`config.mk`:
```
export PLATFORM = sky130hd
export DESIGN_NAME = opaque_pixel_bounding_box_unit
export DESIGN_NICKNAME = d
export VERILOG_FILES = /design/src/design/opbb_pkg.sv /design/src/design/opbb_pixel_test.sv /design/src/design/opaque_pixel_bounding_box_unit.sv
export VERILOG_INCLUDE_DIRS = /design/src /design/src/design
export SDC_FILE = /design/constraint.sdc
export NUM_CORES = 1
export LEC_CHECK = 0
export BUFFER_PORTS_ARGS = -buffer_cell sky130_fd_sc_hd__buf_2
export CAP_MARGIN = 20
export CORE_ASPECT_RATIO = 0.9
export CORE_MARGIN = 1
export CORE_UTILIZATION = 54
export CTS_CLUSTER_DIAMETER = 120
export DETAILED_ROUTE_END_ITERATION = 8
export GPL_TIMING_DRIVEN = 0
export HOLD_SLACK_MARGIN = 0.03
export PLACE_DENSITY = 0.77
export SYNTH_ARGS = -nofsm -noshare
export SYNTH_HDL_FRONTEND = slang
export SYNTH_SLANG_ARGS = --single-unit
```
`constraint.sdc`:
```
create_clock -name clk -period 6.9 [get_ports clk]
set_clock_uncertainty 0.2 [all_clocks]
set_input_delay 0.345 -clock clk [delete_from_list [all_inputs] [get_ports clk]]
set_output_delay 0.345 -clock clk [all_outputs]
set_load 0.02 [all_outputs]
```
`src/design/opaque_pixel_bounding_box_unit_macros.svh`:
```
// assertion macros for the opaque pixel bounding box unit
`ifndef OPAQUE_PIXEL_BOUNDING_BOX_UNIT_MACROS_SVH
`define OPAQUE_PIXEL_BOUNDING_BOX_UNIT_MACROS_SVH

`ifndef SYNTHESIS

// condition holds in the same cycle as the trigger
`define OPBB_ASSERT_NOW(lbl, clk, rst_n, trig, cond) \
    lbl: assert property (@(posedge clk) disable iff (!rst_n) (trig) |-> (cond)) \
        else $error("opbb check failed");

// condition holds in the cycle after the trigger
`define OPBB_ASSERT_NEXT(lbl, clk, rst_n, trig, cond) \
    lbl: assert property (@(posedge clk) disable iff (!rst_n) (trig) |=> (cond)) \
        else $error("opbb check failed");

`else

`define OPBB_ASSERT_NOW(lbl, clk, rst_n, trig, cond)
`define OPBB_ASSERT_NEXT(lbl, clk, rst_n, trig, cond)

`endif

`endif

```
`src/design/opbb_pkg.sv`:
```
// shared types and constants for the opaque pixel bounding box unit
`default_nettype none

package opbb_pkg;

    localparam int MAX_DIM = 4096;

    // format codes
    localparam logic [2:0] FMT_ARGB8888 = 3'd0;
    localparam logic [2:0] FMT_ARGB4444 = 3'd1;
    localparam logic [2:0] FMT_ARGB1555 = 3'd2;
    localparam logic [2:0] FMT_ALPHA8   = 3'd3;

    // register indexes
    localparam logic [2:0] CFG_FORMAT     = 3'd0;
    localparam logic [2:0] CFG_SURF_W     = 3'd1;
    localparam logic [2:0] CFG_SURF_H     = 3'd2;
    localparam logic [2:0] CFG_WIN_LEFT   = 3'd3;
    localparam logic [2:0] CFG_WIN_TOP    = 3'd4;
    localparam logic [2:0] CFG_WIN_RIGHT  = 3'd5;
    localparam logic [2:0] CFG_WIN_BOTTOM = 3'd6;

    localparam logic [7:0] NIBBLE_HI_MASK = 8'hf0;
    localparam logic [7:0] TOP_BIT_MASK   = 8'h80;

    // clamped search window, right and bottom exclusive
    typedef struct packed {
        logic signed [15:0] left;
        logic signed [15:0] top;
        logic signed [15:0] right;
        logic signed [15:0] bottom;
    } win_t;

endpackage

`default_nettype wire

```
`src/design/opbb_pixel_test.sv`:
```
// window and alpha test for one pixel
`default_nettype none

module opbb_pixel_test
    import opbb_pkg::*;
(
    input  wire logic [2:0]  format_code,
    input  wire win_t        win,
    input  wire logic [11:0] pos_x,
    input  wire logic [11:0] pos_y,
    input  wire logic [31:0] pixel_bytes,
    output logic             hit
);

    logic signed [16:0] x_s;
    logic signed [16:0] y_s;
    logic               in_window;
    logic               opaque;
    logic [7:0]         b0;
    logic [7:0]         b1;
    logic [7:0]         b3;

    assign x_s = $signed({5'b0, pos_x});
    assign y_s = $signed({5'b0, pos_y});
    assign b0  = pixel_bytes[7:0];
    assign b1  = pixel_bytes[15:8];
    assign b3  = pixel_bytes[31:24];

    assign in_window = (x_s >= $signed({win.left[15], win.left}))
                    && (x_s <  $signed({win.right[15], win.right}))
                    && (y_s >= $signed({win.top[15], win.top}))
                    && (y_s <  $signed({win.bottom[15], win.bottom}));

    always_comb
    begin
        unique case (format_code)
            FMT_ARGB8888: opaque = (b3 != 8'd0);
            FMT_ARGB4444: opaque = ((b1 & NIBBLE_HI_MASK) != 8'd0);
            FMT_ARGB1555: opaque = ((b1 & TOP_BIT_MASK) != 8'd0);
            FMT_ALPHA8:   opaque = (b0 != 8'd0);
            default:      opaque = 1'b1;
        endcase
    end

    assign hit = in_window && opaque;

endmodule

`default_nettype wire

```
`src/design/opaque_pixel_bounding_box_unit.sv`:
```
// Opaque pixel bounding box: one pixel is taken per cycle while input ready is high. A pixel
// waits in the input register and is folded into the running box as it leaves; on the pixel
// marked last the box goes to the output register instead, and the result is offered from
// there. Input ready drops only while a last pixel waits behind a box that the downstream
// side has not yet taken. A write to any of register indexes 0 to 6 reloads the running box
// from the newly clamped window.
`default_nettype none

`include "opaque_pixel_bounding_box_unit_macros.svh"

module opaque_pixel_bounding_box_unit
    import opbb_pkg::*;
(
    input  wire logic        clk,
    input  wire logic        rst_n,
    // configuration writes
    input  wire logic        cfg_we,
    input  wire logic [2:0]  cfg_index,
    input  wire logic [15:0] cfg_data,
    // pixel requests
    input  wire logic        s_axis_tvalid,
    output logic             s_axis_tready,
    input  wire logic [55:0] s_axis_tdata,  // pos_x[11:0], pos_y[23:12], pixel_bytes[55:24]
    input  wire logic        s_axis_tlast,  // last_pixel
    // box results
    output logic             m_axis_tvalid,
    input  wire logic        m_axis_tready,
    output logic [63:0]      m_axis_tdata,  // box_min_x, box_min_y, box_max_x, box_max_y
    output logic             m_axis_tuser   // box_empty
);

    localparam logic signed [16:0] DimLimit = 17'(MAX_DIM);

    // configuration
    logic [2:0]         format_reg;
    logic [12:0]        surf_w_reg;
    logic [12:0]        surf_h_reg;
    logic signed [15:0] win_left_reg;
    logic signed [15:0] win_top_reg;
    logic signed [15:0] win_right_reg;
    logic signed [15:0] win_bottom_reg;
    logic               reload_reg;

    // input stage
    logic               p_valid_reg;
    logic [11:0]        p_x_reg;
    logic [11:0]        p_y_reg;
    logic [31:0]        p_px_reg;
    logic               p_last_reg;

    // running box
    logic signed [15:0] run_min_x_reg;
    logic signed [15:0] run_min_y_reg;
    logic signed [15:0] run_max_x_reg;
    logic signed [15:0] run_max_y_reg;

    // result stage
    logic               out_valid_reg;
    logic [63:0]        out_data_reg;
    logic               out_empty_reg;

    win_t               clamp;
    logic signed [16:0] surf_w_s;
    logic signed [16:0] surf_h_s;
    logic signed [16:0] right_s;
    logic signed [16:0] bottom_s;
    logic               hit;
    logic               advance;
    logic               s_accept;
    logic               cfg_hit;

    logic signed [15:0] base_min_x;
    logic signed [15:0] base_min_y;
    logic signed [15:0] base_max_x;
    logic signed [15:0] base_max_y;
    logic signed [15:0] px_x;
    logic signed [15:0] px_y;
    logic signed [15:0] min_x_next;
    logic signed [15:0] min_y_next;
    logic signed [15:0] max_x_next;
    logic signed [15:0] max_y_next;
    logic               empty_next;

    // window clamp
    always_comb
    begin
        surf_w_s = ($signed({4'b0, surf_w_reg}) > DimLimit) ? DimLimit
                                                          : $signed({4'b0, surf_w_reg});
        surf_h_s = ($signed({4'b0, surf_h_reg}) > DimLimit) ? DimLimit
                                                          : $signed({4'b0, surf_h_reg});
        right_s  = ($signed({win_right_reg[15], win_right_reg}) > surf_w_s)
                 ? surf_w_s : $signed({win_right_reg[15], win_right_reg});
        bottom_s = ($signed({win_bottom_reg[15], win_bottom_reg}) > surf_h_s)
                 ? surf_h_s : $signed({win_bottom_reg[15], win_bottom_reg});
        clamp.left   = win_left_reg[15] ? 16'sd0 : win_left_reg;
        clamp.top    = win_top_reg[15]  ? 16'sd0 : win_top_reg;
        clamp.right  = right_s[15:0];
        clamp.bottom = bottom_s[15:0];
    end

    opbb_pixel_test u_pixel_test (
        .format_code (format_reg),
        .win         (clamp),
        .pos_x       (p_x_reg),
        .pos_y       (p_y_reg),
        .pixel_bytes (p_px_reg),
        .hit         (hit)
    );

    assign advance  = p_valid_reg && (!p_last_reg || !out_valid_reg || m_axis_tready);
    assign s_axis_tready = !p_valid_reg || advance;
    assign s_accept = s_axis_tvalid && s_axis_tready;
    assign cfg_hit  = cfg_we && (cfg_index <= CFG_WIN_BOTTOM);

    // box update, starting from the clamped window if a write is still pending
    always_comb
    begin
        base_min_x = reload_reg ? clamp.right  : run_min_x_reg;
        base_min_y = reload_reg ? clamp.bottom : run_min_y_reg;
        base_max_x = reload_reg ? clamp.left   : run_max_x_reg;
        base_max_y = reload_reg ? clamp.top    : run_max_y_reg;
        px_x = $signed({4'b0, p_x_reg});
        px_y = $signed({4'b0, p_y_reg});
        min_x_next = (hit && px_x < base_min_x) ? px_x : base_min_x;
        min_y_next = (hit && px_y < base_min_y) ? px_y : base_min_y;
        max_x_next = (hit && px_x > base_max_x) ? px_x : base_max_x;
        max_y_next = (hit && px_y > base_max_y) ? px_y : base_max_y;
        empty_next = (min_x_next > max_x_next) || (min_y_next > max_y_next);
    end

    always_ff @(posedge clk or negedge rst_n)
    begin
        if (!rst_n)
        begin
            format_reg     <= FMT_ARGB8888;
            surf_w_reg     <= '0;
            surf_h_reg     <= '0;
            win_left_reg   <= '0;
            win_top_reg    <= '0;
            win_right_reg  <= '0;
            win_bottom_reg <= '0;
            reload_reg     <= 1'b0;
        end
        else
        begin
            if (cfg_we)
            begin
                unique case (cfg_index)
                    CFG_FORMAT:     format_reg     <= cfg_data[2:0];
                    CFG_SURF_W:     surf_w_reg     <= cfg_data[12:0];
                    CFG_SURF_H:     surf_h_reg     <= cfg_data[12:0];
                    CFG_WIN_LEFT:   win_left_reg   <= cfg_data;
                    CFG_WIN_TOP:    win_top_reg    <= cfg_data;
                    CFG_WIN_RIGHT:  win_right_reg  <= cfg_data;
                    CFG_WIN_BOTTOM: win_bottom_reg <= cfg_data;
                    default:        ;
                endcase
            end
            // reload lands the cycle after the write, or folds into a pixel then
            reload_reg <= cfg_hit;
        end
    end

    always_ff @(posedge clk or negedge rst_n)
    begin
        if (!rst_n)
        begin
            p_valid_reg <= 1'b0;
        end
        else if (s_accept)
        begin
            p_valid_reg <= 1'b1;
        end
        else if (advance)
        begin
            p_valid_reg <= 1'b0;
        end
    end

    always_ff @(posedge clk)
    begin
        if (s_accept)
        begin
            p_x_reg    <= s_axis_tdata[11:0];
            p_y_reg    <= s_axis_tdata[23:12];
            p_px_reg   <= s_axis_tdata[55:24];
            p_last_reg <= s_axis_tlast;
        end
    end

    always_ff @(posedge clk or negedge rst_n)
    begin
        if (!rst_n)
        begin
            run_min_x_reg <= '0;
            run_min_y_reg <= '0;
            run_max_x_reg <= '0;
            run_max_y_reg <= '0;
        end
        else if (advance && !p_last_reg)
        begin
            run_min_x_reg <= min_x_next;
            run_min_y_reg <= min_y_next;
            run_max_x_reg <= max_x_next;
            run_max_y_reg <= max_y_next;
        end
        else if ((advance && p_last_reg) || reload_reg)
        begin
            run_min_x_reg <= clamp.right;
            run_min_y_reg <= clamp.bottom;
            run_max_x_reg <= clamp.left;
            run_max_y_reg <= clamp.top;
        end
    end

    always_ff @(posedge clk or negedge rst_n)
    begin
        if (!rst_n)
        begin
            out_valid_reg <= 1'b0;
        end
        else if (advance && p_last_reg)
        begin
            out_valid_reg <= 1'b1;
        end
        else if (m_axis_tready)
        begin
            out_valid_reg <= 1'b0;
        end
    end

    always_ff @(posedge clk)
    begin
        if (advance && p_last_reg)
        begin
            out_data_reg  <= {max_y_next, max_x_next, min_y_next, min_x_next};
            out_empty_reg <= empty_next;
        end
    end

    assign m_axis_tvalid = out_valid_reg;
    assign m_axis_tdata  = out_data_reg;
    assign m_axis_tuser  = out_empty_reg;

    // a last pixel that leaves the input stage always yields a result next cycle
    `OPBB_ASSERT_NEXT(a_last_gives_box, clk, rst_n, advance && p_last_reg, m_axis_tvalid)

    // after a box is sent the running state restarts from the clamped window
    `OPBB_ASSERT_NEXT(a_reload_after_last, clk, rst_n, advance && p_last_reg && !cfg_we,
        run_min_x_reg == clamp.right && run_max_x_reg == clamp.left
        && run_min_y_reg == clamp.bottom && run_max_y_reg == clamp.top)

    // input is only held off behind a box that has not been taken
    `OPBB_ASSERT_NOW(a_stall_cause, clk, rst_n, !s_axis_tready,
        m_axis_tvalid && !m_axis_tready && p_last_reg)

endmodule

`default_nettype wire

```
==> flow_metrics.py, run 1 <==
metrics = {
    "pwr": {
        "switching_share_pct": 36.7,
        "pwr-share-comb_pct": 39.8,
        "powerDensity_nw_per_um2": 321,
        "p_sw_w": 0.00232,
        "irDropWorstVdd_mv": 0.219,
        "finalPower_w": 0.00632,
        "leakage_nw": 8.70,
        "clkPwrFrac_pct": 24.7,
        "power.share.sequential_pct": 35.5,
        "p_int_w": 0.00400,
    },
    "drt": {
        "drtPass1Iterations": 5,
        "drc_errors": 0,
        "vias_per_cell": 6.15,
        "vias": 12800,
        "m1WireLength_um": 20200,
        "drt_iter0_markers": 1183,
        "ant_nets": 0,
        "wl_met2_um": 21200,
        "wl_per_cell_um": 22.6,
        "highest_layer": "met4",
        "met3_length_um": 4470,
        "drt-total-wl_um": 47200,
    },
    "grt": {
        "grt_pass1_wl_um": 69800,
        "gr-total-overflow": 0,
        "grt_pass1_vias": 12300,
        "grt_usage_pct": 31.2,
        "grt_antenna_before_repair": 0,
        "grt_max_degree": 93,
    },
    "floorplanning": {
        "core_area_um2": 28000,
        "die_h_um": 162,
        "io_pins": 148,
        "initial_utilization_pct": 55.1,
        "die-area_um2": 29300,
        "die_w_um": 180,
        "rows": 58,
    },
    "yosys": {
        "synthFlopType": "dfrtp_1",
        "synth_top_area_share_pct": 25.9,
        "syn_area_um2": 15400,
        "synth_area_leaders": "dfrtp_1 26%, edfxtp_1 21%, ha_1 12%",
        "yosys_register_bits": 270,
        "seq_area_frac_synth_pct": 47.3,
        "synth-edff-count": 110,
        "synth_cell_type_count": 61,
        "async_reset_ff_share_pct": 59.3,
        "yosys.area.top_type": "dfrtp_1",
        "synthCells": 1413,
        "synth_fp_nets": 1643,
        "syn_avg_cell_area_um2": 10.9,
        "yosysWarnings": 0,
    },
    "layout": {
        "layout_common_cells": "159 x dfrtp_1, 132 x buf_2, 129 x ha_1",
        "fin_nets": 1933,
        "fin_area_um2": 19700,
        "largest_reg_flops": 64,
        "final_common_cell": "dfrtp_1",
        "fillers": 1989,
        "syn_to_final_growth_pct": 27.4,
        "drive_above_1_share_pct": 28.7,
    },
    "timing": {
        "layout_worst_path_cycle_share_pct": 104,
        "layout_min_cycle_time_ps": 7150,
        "timing.final.ws_setup_ps": -255,
        "max_freq_ghz": 0.140,
        "worst_pin_slew_ps": 911,
        "hold_violations": 0,
        "drv_slew": 0,
        "relSlewSlack_pct": 39.1,
        "rsz0062_at_grt": "true",
        "setup_viol": 1,
    },
    "placement": {
        "portBuffers": 132,
        "dpl_cell_area_um2": 16600,
        "post-dp-hpwl_um": 32200,
        "globalplace.congestion": 0.952,
    },
    "setup_path": {
        "crit_path_max_fanout": 8,
        "critPathMaxStageDelay_ps": 480,
        "critPathArrivalTime_ps": 7240,
        "crit_type": "register to register",
        "cpMaxStageDelayCell": "or4_4",
        "cp-end-kind": "register",
        "start_kind": "register",
        "crit_family": "simple AND/OR/NAND/NOR gates",
        "crit_top_cell": "buf_6",
        "required_ps": 6990,
        "path_buf_inv": 7,
    },
    "clock_network": {
        "h-tree-depth": 1,
        "clock_latency_ps": 560,
        "cts_tree": "built",
        "cts-buffers-inserted": 29,
        "clock-sinks": 270,
        "clk_pin_slew_ps": 60,
        "clock_path_buffers": 3,
        "root_buffer": "clkbuf_16",
    },
    "worst_hold_path": {
        "min_path_type": "input pin to register",
    },
    "status": {
        "violations": "setup timing",
        "status": "finished with violations",
    },
    "flow_run": {
        "drv_cap": 0,
    },
}
power groups by stage:
stage               Clock [W]  Sequential (W)  Combinational [W]
floorplan                   0         0.00221            0.00129
global placement            0         0.00221            0.00181
detailed placement          0         0.00222            0.00189
CTS                   0.00157         0.00221            0.00218
global route          0.00164         0.00227            0.00272
finish                0.00156         0.00224            0.00252
Yosys cell counts (3+ instances only):
cell,number
dfrtp_1,160
o221a_2,6
mux2i_1,79
nand3_1,33
clkbuf_1,37
buf_2,5
a221o_1,20
nand4_1,19
and4_1,5
and2_1,5
o211ai_1,5
buf_1,13
o21ai_0,72
a2111oi_0,4
a21oi_1,94
nor4b_1,3
a221oi_1,3
a31oi_1,14
inv_1,112
o21a_1,11
mux2_2,101
nor4_1,11
nand4b_1,4
nand2_1,88
or3_1,6
a211oi_1,10
nand2b_1,40
a21o_1,17
o221ai_1,3
or2_2,7
edfxtp_1,110
nor2b_1,32
nor2_1,78
nor3_1,16
ha_1,149
o22ai_1,4
a21boi_0,3
logic make-up (layout without fill, tap and decap cells):
family                     Yosys count  in the layout  share of synthesized area (%)
adders and majority gates          150            150                           12.1
and+or+nand+nor                    357            357                           11.8
muxes                              182            182                           12.7
buffers and inverters              168            480                           4.17
other                                0              1                              0
AOI/OAI and AO/OA                  286            286                           11.9
DFF                                270            270                           47.3
what timing repair did:
action                                 4_1_cts  5_1_grt
endpoints found under the hold margin      193        0
gates resized for setup                    109       96
hold buffers                                65        0
pin swaps                                   34       42
setup endpoints to repair                   38        1
buffers inserted                            37       21
worst paths after layout:
path,depth (start not counted),slack [ps],from,to
setup / recovery,34,-250,surf_h_reg[12],m_axis_tuser
hold / removal,2,40,cfg_data[9],win_top_reg[9]
setup reg to reg,34,-250,surf_h_reg[12],m_axis_tuser
hold reg to reg,1,310,run_min_y_reg[15],run_min_y_reg[15]
max in group asynchronous,3,5500,rst_n,run_min_x_reg[4]
min in group asynchronous,2,130,rst_n,win_bottom_reg[7]
per-stage QoR:
step | instances | hold WS (ps) | setup WS [ps] | util (%) | TNS (ps)
after floorplan | 1413 | -151 | 59.4 | - | 0
after global placement | 1905 | 281 | -1760 | 59.1 | -3030
after detailed placement | 1908 | 151 | -1990 | 59.4 | -5440
after CTS | 2062 | 35.7 | 5.58 | 67.9 | 0
after global routing | 2085 | 37.9 | -451 | 70.2 | -451
final | 2086 | 38.6 | -255 | 70.2 | -255
layout make-up:
type                       count  area, um^2  share of cell area, %
tap                          360         450                   2.29
multi-input combinational    975        8320                   42.3
buffer                        55         359                   1.83
sequential                   270        7310                   37.2
inverter                     112         423                   2.15
clock inverter                17         154                  0.782
timing repair buffer         260        1860                   9.44
clock buffer                  36         793                   4.03
antenna                        1        2.50                 0.0127
worst register-to-register path: cells and delay by family, from the launching register on:
family / cells / cell delay [ps]
AO/OA/AOI/OAI: 11 / 1810
multiplexers: 2 / 370
buffers and inverters: 7 / 1050
flip-flops: 1 / 400
adder cells (fa/ha/maj): 3 / 820
AND/OR/NAND/NOR: 11 / 2210
layer usage:
metal / up-vias / track usage, %
met4: 0 / 7.89
li1: 5752 / -
met5: - / 0
met1: 6270 / 44.5
met3: 102 / 5.79
met2: 703 / 49.0
(Power assumes the default switching activity.)
==> run 2, diff against run 1 <==
--- a/config.mk
+++ b/config.mk
@@ -6,16 +6,17 @@
 export SDC_FILE = /design/constraint.sdc
 export NUM_CORES = 1
 export LEC_CHECK = 0
+export ABC_AREA = 1
 export BUFFER_PORTS_ARGS = -buffer_cell sky130_fd_sc_hd__buf_2
-export CAP_MARGIN = 20
+export CAP_MARGIN = 40
 export CORE_ASPECT_RATIO = 0.9
 export CORE_MARGIN = 1
-export CORE_UTILIZATION = 54
+export CORE_UTILIZATION = 55
 export CTS_CLUSTER_DIAMETER = 120
 export DETAILED_ROUTE_END_ITERATION = 8
 export GPL_TIMING_DRIVEN = 0
 export HOLD_SLACK_MARGIN = 0.03
-export PLACE_DENSITY = 0.77
+export PLACE_DENSITY = 0.78
 export SYNTH_ARGS = -nofsm -noshare
 export SYNTH_HDL_FRONTEND = slang
 export SYNTH_SLANG_ARGS = --single-unit
==> run 2 against run 1 <==
Compared with the run above:
- the run ends with DRC left
- via count increased by 12%
- global-route usage increased by 0.94 points
- clock-buffer cell count increased by 5
- sequential share of layout area increased by 2.2 points
- non-clock buffer count decreased by 46
- setup slack improved by 550 ps
- critical path depth decreased by 8
- synthesized cell count increased by 33%
- largest cell class unchanged
==> flow_metrics.py, run 2 <==
metrics = {
    "grt": {
        "gr-total-overflow": 0,
        "grt_max_degree": 90,
        "grt_usage_pct": 32.1,
        "grt_pass1_vias": 13500,
        "grt_pass1_wl_um": 72600,
        "grt_antenna_before_repair": 0,
    },
    "yosys": {
        "synth_cell_type_count": 43,
        "synthCells": 1873,
        "synth-edff-count": 110,
        "synthFlopType": "dfrtp_1",
        "yosysMostFrequentCell": "nand2_1",
        "yosys.area.top_type": "dfrtp_1",
        "synth-adder-area-share_pct": 11.9,
        "synth_xor_area_share_pct": 0,
        "syn_area_um2": 15600,
        "synth_compound_area_share_pct": 11.3,
        "yosysWarnings": 0,
        "synth_fp_nets": 2103,
        "synth_top_family_by_area": "simple AND/OR/NAND/NOR gates",
        "seq_area_frac_synth_pct": 46.8,
        "synthTopCellsByCount": "515 x nand2_1, 204 x inv_1, 186 x o21ai_0, 163 x nand3_1, 160 x dfrtp_1",
        "synth_area_leaders": "dfrtp_1 26%, edfxtp_1 21%, nand2_1 12%",
        "yosys_register_bits": 270,
        "syn_avg_cell_area_um2": 8.34,
        "async_reset_ff_share_pct": 59.3,
        "synth_top_area_share_pct": 25.6,
        "muxShareOfSynthArea_pct": 0,
        "synth-simple-area-share_pct": 23.2,
    },
    "floorplanning": {
        "core_area_um2": 27900,
        "io_pins": 148,
        "die-area_um2": 29100,
        "initial_utilization_pct": 55.9,
        "die_h_um": 162,
        "die_w_um": 180,
        "rows": 58,
    },
    "clock_network": {
        "cts-buffers-inserted": 29,
        "clk_pin_slew_ps": 70,
        "root_buffer": "clkbuf_16",
        "clock_latency_ps": 570,
        "h-tree-depth": 1,
        "clock-sinks": 270,
        "clock_path_buffers": 3,
        "cts_tree": "built",
    },
    "setup_path": {
        "cp-end-kind": "register",
        "cpMaxStageDelayCell": "a2111oi_0",
        "crit_path_max_fanout": 10,
        "critPathMaxStageDelay_ps": 570,
        "start_kind": "register",
        "startpoint": "reload_reg",
        "r2r_start": "reload_reg",
        "required_ps": 7010,
        "r2r_cells": 26,
        "crit_type": "register to register",
        "crit_top_cell": "nand2_1",
        "critPathArrivalTime_ps": 6710,
    },
    "timing": {
        "max_freq_ghz": 0.151,
        "setup_viol": 0,
        "drv_slew": 0,
        "layout_worst_path_cycle_share_pct": 95.7,
        "worst_pin_slew_ps": 754,
        "hold_violations": 0,
        "layout_min_cycle_time_ps": 6610,
        "relSlewSlack_pct": 49.6,
    },
    "placement": {
        "place_inst": 2371,
        "globalplace.congestion": 1.01,
        "post-dp-hpwl_um": 34400,
        "portBuffers": 135,
        "dpl_cell_area_um2": 16800,
    },
    "status": {
        "status": "finished with violations",
        "violations": "DRC",
    },
    "layout": {
        "syn_to_final_growth_pct": 18.8,
        "fin_area_um2": 18500,
        "layout_common_cells": "512 x nand2_1, 201 x inv_1, 175 x o21ai_0",
        "drive_above_1_share_pct": 11.4,
        "fin_nets": 2337,
        "diodes": 0,
        "final_cells": 2490,
        "largest_reg_flops": 64,
        "final_common_cell": "nand2_1",
    },
    "worst_hold_path": {
        "min_path_type": "input pin to register",
        "worstHoldStart": "cfg_data[11]",
        "hold_depth": 3,
    },
    "pwr": {
        "leakage_nw": 9.05,
        "powerDensity_nw_per_um2": 314,
        "irDropWorstVdd_mv": 0.244,
    },
    "flow_run": {
        "drv_cap": 0,
    },
    "drt": {
        "wl_per_cell_um": 18.9,
        "drt_iter0_markers": 1797,
        "drc_errors": 11,
        "drt-total-wl_um": 47000,
        "vias_per_cell": 5.77,
        "drtPass1Iterations": 8,
        "vias": 14400,
        "ant_nets": 0,
    },
}
-- run 2: changes by cell type in the layout (fill, tap and decap cells not counted), moves of 51 or more --
cell,delta
buf_4,-51
inv_1,+92
mux2_2,-100
mux2i_1,-70
nand2_1,+436
nand3_1,+133
o21ai_0,+117
-- run 2: final timing paths --
kind,end,slack [ps]
worst max register to register,m_axis_tuser,290
min in group asynchronous,win_bottom_reg[5],140
max in group asynchronous,run_min_x_reg[7],5490
worst max-delay path,m_axis_tuser,290
worst min-delay path,surf_h_reg[11],40
worst min register to register,run_max_x_reg[6],290
-- run 2: per-layer routing --
metal | wire length (um) | track usage, %
met1 | 20000 | 45.1
met2 | 20600 | 50.8
met3 | 4760 | 5.18
met4 | 1590 | 10.8
met5 | 0 | 0
-- run 2: what timing repair did --
item                                   CTS  global route
gates resized for setup                  0            55
hold buffers                            62             0
endpoints found under the hold margin  150             0
buffers inserted                         0             3
setup endpoints to repair                0             1
-- run 2: kinds of logic (layout without fill, tap and decap cells) --
group                      count (synthesis)  count (layout)
buffers and inverters                    275             532
AOI/OAI and AO/OA                        322             322
DFF                                      270             270
adders and majority gates                149             149
and+or+nand+nor                          857             857
-- run 2: metrics by stage --
| step | power [W] | hold slack (ps) | util, % | setup WS, ps | setup TNS (ps) |
|---|---|---|---|---|---|
| final | 0.00583 | 44.1 | 66.4 | 295 | 0 |
| after global routing | 0.00618 | 64.0 | 66.4 | -9.57 | -9.57 |
| after CTS | 0.00574 | 31.3 | 65.9 | 34.0 | 0 |
| after detailed placement | 0.00411 | 157 | 60.2 | 79.6 | 0 |
| after global placement | 0.00402 | 268 | 59.9 | 170 | 0 |
| after floorplan | 0.00349 | -151 | - | 1370 | 0 |
-- run 2: area by class of cell --
cell class,count,area (um^2)
Buffer,66,289
Clock buffer,41,821
Clock inverter,13,160
Fill cell,2271,9390
Inverter,209,787
Multi-Input combinational cell,1328,7330
Sequential cell,270,7310
Tap cell,360,450
Timing Repair Buffer,203,1410
-- run 2: critical path, delay by kind of cell, from the launching register on --
family / cells / cell delay [ps]
AO/OA/AOI/OAI: 13 / 2320
buffers and inverters: 5 / 1980
AND/OR/NAND/NOR: 6 / 860
adder cells (fa/ha/maj): 2 / 610
flip-flops: 1 / 350
-- run 2: power breakdown --
part           internal [W]  switching (W)  leakage (nW)  total, W
clock network      0.000943       0.000663         0.472   0.00161
registers           0.00198       0.000180          3.08   0.00216
logic              0.000724        0.00134          5.50   0.00207
